===== src/hdl/assert_macros.svh =====
// Assertion helpers used by the RTL.
`ifndef ASSERT_MACROS_SVH
`define ASSERT_MACROS_SVH

// Clocked implication check, disabled while reset is held.
`define ASSERT_CLK(label, clk, rst_n, prop, msg) \
    label: assert property (@(posedge clk) disable iff (!rst_n) prop) else $error(msg);

// Clocked check that a condition never occurs, disabled while reset is held.
`define ASSERT_NEVER(label, clk, rst_n, cond, msg) \
    label: assert property (@(posedge clk) disable iff (!rst_n) !(cond)) else $error(msg);

`endif


===== src/hdl/rps_pkg.sv =====
`timescale 1ns / 1ps

package rps_pkg;

    localparam int IDX_W   = 4;
    localparam int STEP_W  = 5;
    localparam int VALUE_W = 16;
    localparam int TEMP_W  = 10;

    typedef enum logic [1:0] {
        CMD_LOAD  = 2'd0,
        CMD_START = 2'd1,
        CMD_STOP  = 2'd2,
        CMD_TICK  = 2'd3
    } cmd_t;

    typedef enum logic [1:0] {
        KIND_LOWER = 2'd0,
        KIND_UPPER = 2'd1,
        KIND_WAIT  = 2'd2,
        KIND_END   = 2'd3
    } kind_t;

    typedef enum logic {
        ST_IDLE = 1'b0,
        ST_EXEC = 1'b1
    } state_t;

    typedef struct packed {
        kind_t               kind;
        logic [VALUE_W-1:0]  value;
    } point_t;

    typedef struct packed {
        cmd_t                command;
        logic [IDX_W-1:0]    point_index;
        kind_t               point_kind;
        logic [VALUE_W-1:0]  point_value;
        logic [TEMP_W-1:0]   lower_temp;
        logic [TEMP_W-1:0]   upper_temp;
    } item_t;

    typedef struct packed {
        logic                wr_en;
        logic [IDX_W-1:0]    wr_addr;
        point_t              wr_point;
        logic [IDX_W-1:0]    rd_addr;
    } mem_req_t;

    typedef struct packed {
        logic [VALUE_W-1:0]  lower_setpoint;
        logic [VALUE_W-1:0]  upper_setpoint;
        logic                running;
        logic [STEP_W-1:0]   step_index;
        logic                finished;
    } result_t;

endpackage


===== src/hdl/rps_point_mem.sv =====
`timescale 1ns / 1ps

module rps_point_mem #(
    parameter int DEPTH = 16
) (
    input  logic              aclk,
    input  rps_pkg::mem_req_t mem_req,
    output rps_pkg::point_t   rd_point
);

    localparam int AW = (DEPTH > 1) ? $clog2(DEPTH) : 1;

    rps_pkg::point_t mem [DEPTH];
    rps_pkg::point_t rd_point_reg;

    always_ff @(posedge aclk) begin
        if (mem_req.wr_en) begin
            mem[mem_req.wr_addr[AW-1:0]] <= mem_req.wr_point;
        end
        rd_point_reg <= mem[mem_req.rd_addr[AW-1:0]];
    end

    assign rd_point = rd_point_reg;

endmodule


===== src/hdl/rps_ctrl.sv =====
`timescale 1ns / 1ps

module rps_ctrl #(
    parameter int MAX_POINTS = 16,
    parameter int DEPTH      = 16
) (
    input  logic                        aclk,
    input  logic                        aresetn,
    input  logic                        cfg_wr_en,
    input  logic [rps_pkg::STEP_W-1:0]  cfg_wr_data,
    input  logic                        s_tvalid,
    output logic                        s_tready,
    input  rps_pkg::item_t              s_item,
    input  rps_pkg::point_t             rd_point,
    output rps_pkg::mem_req_t           mem_req,
    output logic                        m_tvalid,
    input  logic                        m_tready,
    output rps_pkg::result_t            m_result
);

    localparam int CAP = (MAX_POINTS > 31) ? 31 : MAX_POINTS;
    localparam logic [rps_pkg::STEP_W-1:0] CAP_V   = rps_pkg::STEP_W'(CAP);
    localparam logic [rps_pkg::STEP_W-1:0] DEPTH_V = rps_pkg::STEP_W'(DEPTH);

    rps_pkg::state_t                state_reg, state_next;
    rps_pkg::item_t                 item_reg;
    logic [rps_pkg::STEP_W-1:0]     step_reg, step_next;
    logic                           run_reg, run_next;
    logic [rps_pkg::VALUE_W-1:0]    tick_reg, tick_next;
    logic [rps_pkg::VALUE_W-1:0]    lower_reg, lower_next;
    logic [rps_pkg::VALUE_W-1:0]    upper_reg, upper_next;
    logic [rps_pkg::STEP_W-1:0]     count_reg;
    logic                           out_valid_reg, out_valid_next;
    rps_pkg::result_t               result_reg, result_next;

    logic [rps_pkg::STEP_W-1:0]     limit;
    logic [rps_pkg::VALUE_W-1:0]    tick_inc;
    logic                           fin;
    logic                           accept;

    assign accept   = s_tvalid && (state_reg == rps_pkg::ST_IDLE);
    assign s_tready = (state_reg == rps_pkg::ST_IDLE);
    assign m_tvalid = out_valid_reg;
    assign m_result = result_reg;
    assign limit    = (count_reg > CAP_V) ? CAP_V : count_reg;
    assign tick_inc = (tick_reg < rd_point.value) ? tick_reg + 16'd1 : tick_reg;

    always_comb begin
        state_next       = state_reg;
        step_next        = step_reg;
        run_next         = run_reg;
        tick_next        = tick_reg;
        lower_next       = lower_reg;
        upper_next       = upper_reg;
        fin              = 1'b0;
        out_valid_next   = out_valid_reg && !m_tready;
        result_next      = result_reg;
        mem_req.wr_en    = 1'b0;
        mem_req.wr_addr  = item_reg.point_index;
        mem_req.wr_point = '{kind: item_reg.point_kind, value: item_reg.point_value};
        mem_req.rd_addr  = step_reg[rps_pkg::IDX_W-1:0];

        unique case (state_reg)
            rps_pkg::ST_IDLE: begin
                if (s_tvalid) begin
                    state_next = rps_pkg::ST_EXEC;
                end
            end
            rps_pkg::ST_EXEC: begin
                if (!out_valid_reg || m_tready) begin
                    state_next = rps_pkg::ST_IDLE;
                    unique case (item_reg.command)
                        rps_pkg::CMD_LOAD: begin
                            if (!run_reg && ({1'b0, item_reg.point_index} < DEPTH_V)) begin
                                mem_req.wr_en = 1'b1;
                            end
                        end
                        rps_pkg::CMD_START: begin
                            step_next = '0;
                            tick_next = '0;
                            run_next  = 1'b1;
                        end
                        rps_pkg::CMD_STOP: begin
                            fin        = run_reg;
                            run_next   = 1'b0;
                            lower_next = '0;
                            upper_next = '0;
                            tick_next  = '0;
                        end
                        rps_pkg::CMD_TICK: begin
                            priority if (!run_reg) begin
                                lower_next = '0;
                                upper_next = '0;
                            end else if (step_reg >= limit) begin
                                fin        = 1'b1;
                                run_next   = 1'b0;
                                lower_next = '0;
                                upper_next = '0;
                                tick_next  = '0;
                            end else begin
                                unique case (rd_point.kind)
                                    rps_pkg::KIND_LOWER: begin
                                        lower_next = rd_point.value;
                                        if (rps_pkg::VALUE_W'(item_reg.lower_temp)
                                                >= rd_point.value) begin
                                            step_next = step_reg + 5'd1;
                                            tick_next = '0;
                                        end
                                    end
                                    rps_pkg::KIND_UPPER: begin
                                        upper_next = rd_point.value;
                                        if (rps_pkg::VALUE_W'(item_reg.upper_temp)
                                                >= rd_point.value) begin
                                            step_next = step_reg + 5'd1;
                                            tick_next = '0;
                                        end
                                    end
                                    rps_pkg::KIND_WAIT: begin
                                        tick_next = tick_inc;
                                        if (tick_inc >= rd_point.value) begin
                                            step_next = step_reg + 5'd1;
                                            tick_next = '0;
                                        end
                                    end
                                    rps_pkg::KIND_END: begin
                                        fin        = 1'b1;
                                        run_next   = 1'b0;
                                        lower_next = '0;
                                        upper_next = '0;
                                        tick_next  = '0;
                                    end
                                    default: ;
                                endcase
                            end
                        end
                        default: ;
                    endcase
                    out_valid_next             = 1'b1;
                    result_next.lower_setpoint = lower_next;
                    result_next.upper_setpoint = upper_next;
                    result_next.running        = run_next;
                    result_next.step_index     = step_next;
                    result_next.finished       = fin;
                end
            end
            default: ;
        endcase
    end

    always_ff @(posedge aclk) begin
        if (!aresetn) begin
            state_reg     <= rps_pkg::ST_IDLE;
            step_reg      <= '0;
            run_reg       <= 1'b0;
            tick_reg      <= '0;
            lower_reg     <= '0;
            upper_reg     <= '0;
            count_reg     <= '0;
            out_valid_reg <= 1'b0;
        end else begin
            state_reg     <= state_next;
            step_reg      <= step_next;
            run_reg       <= run_next;
            tick_reg      <= tick_next;
            lower_reg     <= lower_next;
            upper_reg     <= upper_next;
            out_valid_reg <= out_valid_next;
            if (cfg_wr_en) begin
                count_reg <= cfg_wr_data;
            end
        end
    end

    always_ff @(posedge aclk) begin
        result_reg <= result_next;
        if (accept) begin
            item_reg <= s_item;
        end
    end

endmodule


===== src/hdl/reflow_profile_sequencer.sv =====
`timescale 1ns / 1ps

// Reflow profile sequencer: loads up to MAX_POINTS profile points (at most 16 addressable
// slots) into a point memory with load transactions while idle, then on each tick
// transaction of a run evaluates the current point (lower heat, upper heat, wait, end) and
// returns one result transaction per input transaction with both setpoints, the run flag,
// the step index, and tlast marking the transaction on which a run ends. Each transaction
// passes through the idle state, where the point memory at the current step is read into
// its output register, and the execute state, which executes the step and writes back.
// A new input is taken while an earlier result still waits on m_tready; the execute
// state stalls until the result register frees.
module reflow_profile_sequencer #(
    parameter int MAX_POINTS = 16
) (
    input  logic        aclk,
    input  logic        aresetn,
    input  logic        cfg_wr_en,
    input  logic [4:0]  cfg_wr_data,     // point_count
    input  logic        s_tvalid,
    output logic        s_tready,
    // [3:0] point_index, [5:4] point_kind, [21:6] point_value,
    // [31:22] lower_temp, [41:32] upper_temp, [47:42] zero
    input  logic [47:0] s_tdata,
    input  logic [1:0]  s_tuser,         // [1:0] command
    output logic        m_tvalid,
    input  logic        m_tready,
    // [15:0] lower_setpoint, [31:16] upper_setpoint, [32] running,
    // [37:33] step_index, [39:38] zero
    output logic [39:0] m_tdata,
    output logic        m_tlast          // finished
);

    localparam int DEPTH = (MAX_POINTS < 16) ? MAX_POINTS : 16;

    rps_pkg::item_t    s_item;
    rps_pkg::point_t   rd_point;
    rps_pkg::mem_req_t mem_req;
    rps_pkg::result_t  m_result;

    assign s_item.command     = rps_pkg::cmd_t'(s_tuser);
    assign s_item.point_index = s_tdata[3:0];
    assign s_item.point_kind  = rps_pkg::kind_t'(s_tdata[5:4]);
    assign s_item.point_value = s_tdata[21:6];
    assign s_item.lower_temp  = s_tdata[31:22];
    assign s_item.upper_temp  = s_tdata[41:32];

    assign m_tdata = {2'b00, m_result.step_index, m_result.running,
                      m_result.upper_setpoint, m_result.lower_setpoint};
    assign m_tlast = m_result.finished;

    rps_point_mem #(
        .DEPTH (DEPTH)
    ) u_point_mem (
        .aclk     (aclk),
        .mem_req  (mem_req),
        .rd_point (rd_point)
    );

    rps_ctrl #(
        .MAX_POINTS (MAX_POINTS),
        .DEPTH      (DEPTH)
    ) u_ctrl (
        .aclk        (aclk),
        .aresetn     (aresetn),
        .cfg_wr_en   (cfg_wr_en),
        .cfg_wr_data (cfg_wr_data),
        .s_tvalid    (s_tvalid),
        .s_tready    (s_tready),
        .s_item      (s_item),
        .rd_point    (rd_point),
        .mem_req     (mem_req),
        .m_tvalid    (m_tvalid),
        .m_tready    (m_tready),
        .m_result    (m_result)
    );

`include "assert_macros.svh"

    `ASSERT_NEVER(a_fin_not_running, aclk, aresetn, m_tvalid && m_tlast && m_tdata[32], "run end reported while still running")
    `ASSERT_CLK(a_idle_zero_setpoints, aclk, aresetn, (m_tvalid && !m_tdata[32]) |-> (m_tdata[31:0] == 32'd0), "setpoints not zero while idle")
    `ASSERT_CLK(a_exec_after_accept, aclk, aresetn, (s_tvalid && s_tready) |=> !s_tready, "input taken again before the step executed")

endmodule

===== config.mk =====
export PLATFORM = sky130hd
export DESIGN_NAME = reflow_profile_sequencer
export DESIGN_NICKNAME = d
export VERILOG_FILES = /design/src/hdl/rps_pkg.sv /design/src/hdl/rps_point_mem.sv /design/src/hdl/rps_ctrl.sv /design/src/hdl/reflow_profile_sequencer.sv
export VERILOG_INCLUDE_DIRS = /design/src /design/src/hdl
export SDC_FILE = /design/constraint.sdc
export NUM_CORES = 1
export LEC_CHECK = 0
export BUFFER_PORTS_ARGS = -buffer_cell sky130_fd_sc_hd__buf_2
export CORE_UTILIZATION = 45
export DETAILED_ROUTE_END_ITERATION = 16
export MAX_ROUTING_LAYER = met4
export PLACE_DENSITY_LB_ADDON = 0.05
export SLEW_MARGIN = 20
export SYNTH_ARGS = -nofsm -noshare
export SYNTH_HDL_FRONTEND = slang
export SYNTH_SLANG_ARGS = --single-unit

===== constraint.sdc =====
create_clock -name aclk -period 11.6 [get_ports aclk]
set_input_delay 1.16 -clock aclk [delete_from_list [all_inputs] [get_ports aclk]]
set_output_delay 1.16 -clock aclk [all_outputs]
set_load 0.02 [all_outputs]

==> results.toml, run 1 <==
[floorplan]
dieHeight_um = 205.2
die_area_sq_um = 42100
core_area_sq_um = 40740
num_io_pins = 103
start_util_pct = 45.61
num_rows = 74
die_w_um = 205.2

[synthesis]
ys_ff_latch = 450
yosysTopAreaCellShare_pct = 59.96
synthCells = 1092
synth_edf_count = 371
synth_cell_types = 75
synth_area_leaders = "edfxtp_1 60%, mux4_2 11%, dfxtp_1 8.5%, ha_1 4.2%, a22o_1 1.7%"
yosys_warnings = 0
avgSynthCellArea_sq_um = 17.01
synthFlopType = "edfxtp_1"
synth_largest_area_cell = "edfxtp_1"
ys_async_sr_fraction_pct = 0
yosysSeqAreaShare_pct = 68.48
syn_area_sq_um = 18580

[setup_path]
path_class = "register to register"
reg2reg_slack_ps = 6020
crit_family = "simple AND/OR/NAND/NOR gates"
crit_arrival_ps = 6100
crit_fanout = 19
critPathLaunchType = "register"
worstSetupEndpointType = "register"
slowest_delay_ps = 670
critical_path_buf_inv_count = 1
cp.required_ps = 12120
crit_chain = "inv_1 -> ha_1 -> nand3_1 -> o221ai_1 -> a221oi_1 -> nand3_2 -> nor4_1 -> xor2_1 -> ha_1 -> nand4_1 -> a31oi_1 -> o21ba_2 -> nor4b_4 -> nand4_1 -> o41ai_1 -> o31a_1"
cp_slowest_cell = "nand4_1"

[finish]
final_area_sq_um = 21240
fill_cells = 3339
final_cells = 1770
layout.nets = 1321
drive_above_1_share_pct = 26.58
multiInputGateArea_sq_um = 5568
seq_area_sq_um = 12730
largest_register_ffs = 288
syn2layout_area_growth_pct = 14.31
antenna_cells = 0

[detailed_routing]
dr_wl_met3_um = 2200
wl_met1_um = 18950
final_antenna_net_count = 0
drc = 0
wl_per_cell_um = 24.47
drt-total-wl_um = 43310
dr_wl_met2_um = 20860
drt_iter0_markers = 824
vias_per_cell = 5.730
routed.top_layer = "met4"
firstDrtPassIters = 7
vias = 10142

[place]
place_congestion = 0.8788
dp.cells = 1681
dpl_cell_area_sq_um = 19690
io_buffers = 94
place_worst_setup_slack_ps = 6141
place_hpwl_um = 25640

[power_and_ir_drop]
power.leakage_uw = 0.007347
powerDensity_nw_per_um2 = 161.0
irDropWorstVdd_mv = 0.1119

[clocking]
htreeDepth = 2
postCtsSetupBuffers = 0
cts.sinks = 450
clkLatencyLatePin_ps = 590
cts.repair.resized = 0
cts_max_path_buffers = 3
clk_pin_slew_ps = 60
cts_tree = "yes"
cts-buffers-inserted = 48
cts_root_buf = "clkbuf_16"
hold_buffers = 0

[grt]
grt_overflow = 0
grt_pass1_wl_um = 64160
grt.total_usage_pct = 21.70
grt_max_degree = 64
grt_pass1_vias = 10116
antenna_found_initial = 1

[sta]
finalSetupTns_ps = 0
max_freq_ghz = 0.1793
whs_ps = 497.9
worst_slack_ps = 6024
post-route-min-period_ps = 5576
skew_ps = 15.69
worstMarginPinSlew_ps = 950.2
setup_viol = 0
fin_crit_sh_pct = 48.07
max_slew_margin_pct = 36.64
finalHoldViolCount = 0
slew_viol_final = 0
rsz0062_at_grt = "no"

[worst_hold_path]
hold_path.class = "register to register"

[flow_run]
cap_viol_max_count = 0

[outcome]
outcome = "finished, final reports clean"
[power by group]
group / switching, uW / total [uW] / internal [uW]
Sequential: 29.6 / 1810 / 1780
Combinational: 70.1 / 111 / 40.9
Clock: 632 / 1490 / 862
Total: 731 / 3420 / 2690
[cell families (layout without fill, tap and decap cells)]
kind of cell	after synthesis	count (layout)	synth area share, %
xor gates and xnor gates	9	9	0.4647
buffers and inverters	93	238	2.256
other	1	2	0.02018
AOI/OAI and AO/OA	196	196	8.088
DFF	450	450	68.48
muxes	95	95	11.18
and+or+nand+nor	186	186	5.340
adders and majority gates	62	62	4.175
[cells in the mapped netlist, drive strengths merged, types with 11 or more instances]
cell	instances
nor2	44
a21oi	20
o21ba	24
edfxtp	371
a21o	11
nor3	14
nand3	16
clkbuf	35
ha	62
inv	40
nand4	15
buf	16
o21ai	39
dfxtp	79
mux4	90
a22o	37
nand2	44
[tightest hold or removal path, delay by kind of cell (launching register included)]
| kind | cells | cell delay [ps] |
|---|---|---|
| and+or+nand+nor | 1 | 80 |
| DFF | 1 | 310 |
| AOI/OAI and AO/OA | 1 | 60 |
[routing by layer]
metal / global-route usage (%) / vias up
met4: 7.275 / 0
met2: 33.84 / 272
li1: - / 4601
met3: 4.070 / 73
met5: - / -
met1: 28.75 / 5196
[worst paths after layout]
path | start | end | depth (start not counted)
worst min register to register | u_ctrl.m_tvalid | u_ctrl.m_tvalid | 2
worst max register to register | u_point_mem.rd_point[12] | u_ctrl.tick_reg[11] | 16
worst max-delay path | u_point_mem.rd_point[12] | u_ctrl.tick_reg[11] | 16
worst min-delay path | u_ctrl.m_tvalid | u_ctrl.m_tvalid | 2
[metrics by stage]
stage | utilization [%] | power, uW
detailed placement | 48.33 | 1960
global route | 52.13 | 3530
floorplan | - | 1911
global placement | 48.33 | 1957
CTS | 52.12 | 3458
finish | 52.13 | 3418
[final cells by class]
class | instances | share of cell area [%]
clock buffers | 54 | 5.862
multi-input cells | 550 | 26.22
flip-flops and latches | 450 | 59.94
clock inverters | 35 | 1.414
well taps | 532 | 3.134
inverters | 41 | 0.7246
repair buffers | 108 | 2.710
[placed cells by master, fill, tap and decap left out, drive strengths merged, types with 5 or more instances in the layout]
master,instances
buf,108
nand2b,9
o21ba,24
a21o,11
clkinv,29
nand2,44
o21a,6
a211oi,5
mux2i,5
a22o,37
and3,9
inv,40
nor2b,6
or3,8
nor2,44
mux4,90
dfxtp,79
a21oi,20
nand3,16
a31oi,5
nor3,14
nand4,15
or4,7
o21ai,39
edfxtp,371
xnor2,6
clkbuf,54
o31ai,7
ha,62
a22oi,10
o31a,5
Power figures use the tool's default switching activity.
==> run 2: changes to the inputs <==
==> constraint.sdc (replaced) <==
create_clock -name aclk -period 5.79 [get_ports aclk]
set_input_delay 0.579 -clock aclk [delete_from_list [all_inputs] [get_ports aclk]]
set_output_delay 0.579 -clock aclk [all_outputs]
set_load 0.02 [all_outputs]
==> run 2 against run 1 <==
Against the previous run:
- total power rose by 100%
- clock-buffer cell count increased by 11
- clock power up 100%
- clock skew up 4.7 ps
- sequential share of layout area is 0.10 points lower
- non-clock buffer count grew 8
- utilization increased by 0.089 points
- register-to-register slack worse by 5300 ps
- critical endpoint is now u_ctrl.tick_reg[9]
- global-route usage up 0.18 points
==> results.toml, run 2 (synthesized netlist as in run 1, its figures left out) <==
[detailed_routing]
drc = 0
vias = 9973
final_antenna_net_count = 0
drt_iter0_markers = 711
firstDrtPassIters = 7
vias_per_cell = 5.619
wl_per_cell_um = 24.35
drt-total-wl_um = 43230

[finish]
largest_register_ffs = 288
syn2layout_area_growth_pct = 14.51
mostFrequentLayoutCells = "371 x edfxtp_1, 94 x buf_2, 90 x mux4_2"
layout.nets = 1329
antenna_cells = 0
final_area_sq_um = 21270
final_common_cell = "edfxtp_1"
fin_util_pct = 52.22
drive_above_1_share_pct = 27.11

[place]
io_buffers = 94
dpl_cell_area_sq_um = 19750
place_hpwl_um = 26170
place_congestion = 0.8937

[clocking]
clkLatencyLatePin_ps = 590
cts.sinks = 450
cts-buffers-inserted = 48
cts_root_buf = "clkbuf_16"
cts_tree = "yes"
postCtsSetupBuffers = 0
htreeDepth = 2
cts_max_path_buffers = 3
clk_pin_slew_ps = 60
cts.repair.resized = 0
hold_buffers = 0

[sta]
setup_viol = 0
finalHoldViolCount = 0
worstMarginPinSlew_ps = 1108
slew_viol_final = 0
post-route-min-period_ps = 5085
skew_ps = 20.38
finalSetupTns_ps = 0
max_freq_ghz = 0.1967
max_slew_margin_pct = 25.59
rsz0062_at_grt = "no"
fin_crit_sh_pct = 87.82

[power_and_ir_drop]
power_switching_uw = 1448
power.leakage_uw = 0.007396
p_sw_share_pct = 21.16
combinationalPowerShare_pct = 3.3
clkPwrFrac_pct = 43.6
seq_power_share_pct = 53.1
power.internal_uw = 5396
powerDensity_nw_per_um2 = 321.7
irDropWorstVdd_mv = 0.2137

[floorplan]
core_area_sq_um = 40740
die_area_sq_um = 42100
num_io_pins = 103
num_rows = 74
die_w_um = 205.2
dieHeight_um = 205.2
start_util_pct = 45.61

[worst_hold_path]
min_to = "u_ctrl.mem_req[20]"
worstHoldPathCells = 1
hold_path.class = "primary input to register"
hold_start = "s_tdata[4]"

[setup_path]
crit_fanout = 19
path_class = "register to register"
slowest_delay_ps = 610
timing.rr.end = "u_ctrl.tick_reg[9]"
worstSetupEndpointType = "register"
cp.required_ps = 6300
cp_slowest_cell = "or4_1"
crit_arrival_ps = 5600
timing.rr.start = "u_point_mem.rd_point[9]"
crit_chain = "inv_1 -> ha_1 -> a21oi_1 -> o221ai_1 -> a221oi_1 -> nand3_2 -> or4_1 -> nand2_1 -> ha_1 -> a21oi_1 -> o21ai_0 -> nor3b_1 -> nor4b_4 -> nand4_1 -> buf_4 -> o21ai_0 -> o31a_1"
critPathLaunchType = "register"
reg2reg_slack_ps = 710
r2r_cells = 17

[grt]
grt_overflow = 0
grt_pass1_vias = 10204
antenna_found_initial = 1
grt_pass1_wl_um = 64510
grt_max_degree = 67
grt.total_usage_pct = 21.88

[flow_run]
cap_viol_max_count = 0

[outcome]
outcome = "finished, final reports clean"
==> run 2: area by class of cell <==
class	instances	area [sq um]
multi-input cells	550	5563
inverters	41	153.9
clock inverters	21	158.9
repair buffers	116	635.6
clock buffers	65	1368
well taps	532	665.6
fillers	3360	19460
flip-flops and latches	450	12730
==> run 2: worst max-delay path by stage <==
stage                                       start                    end  slack [ps]  depth (start not counted)
after detailed placement  u_point_mem.rd_point[9]     u_ctrl.tick_reg[9]         720                         17
after global routing      u_point_mem.rd_point[9]     u_ctrl.tick_reg[6]         300                         17
after global placement    u_point_mem.rd_point[9]     u_ctrl.tick_reg[9]         780                         17
after CTS                 u_point_mem.rd_point[9]     u_ctrl.tick_reg[6]         680                         17
final                     u_point_mem.rd_point[9]     u_ctrl.tick_reg[9]         710                         17
after floorplan                          m_tready  u_point_mem.mem[3][0]        1150                          8
==> run 2: metrics by stage <==
step                      worst slack (ps)  hold slack [ps]  total power, uW  std cells
after CTS                            676.8            133.4             6917       1775
after detailed placement             721.7            489.4             3929       1689
after floorplan                       1151            452.0             3828       1093
final                                705.3            159.1             6843       1775
after global placement               782.6            478.6             3922       1689
after global routing                 302.2            146.7             7064       1775
==> run 2: routing by layer <==
layer	up-vias	GRT usage (%)	wire, um
li1	4605	-	-
met1	5080	28.27	18790
met2	217	35.06	21270
met3	71	3.215	1732
met4	0	8.492	1435
met5	-	-	0
==> run 2: power groups by stage <==
stage / clock [uW] / combinational [uW] / sequential, uW
after floorplan: 0 / 128 / 3700
after global placement: 0 / 222 / 3700
after detailed placement: 0 / 226 / 3700
after CTS: 3060 / 227 / 3630
after global routing: 3180 / 246 / 3640
final: 2990 / 223 / 3630
==> run 2: critical path, delay by kind of cell, from the launching register on <==
| kind | cells | cell delay, ps |
|---|---|---|
| AO/OA/AOI/OAI | 7 | 1390 |
| flip-flops | 1 | 390 |
| adder cells (fa/ha/maj) | 2 | 580 |
| buffers and inverters | 2 | 490 |
| AND/OR/NAND/NOR | 6 | 2150 |
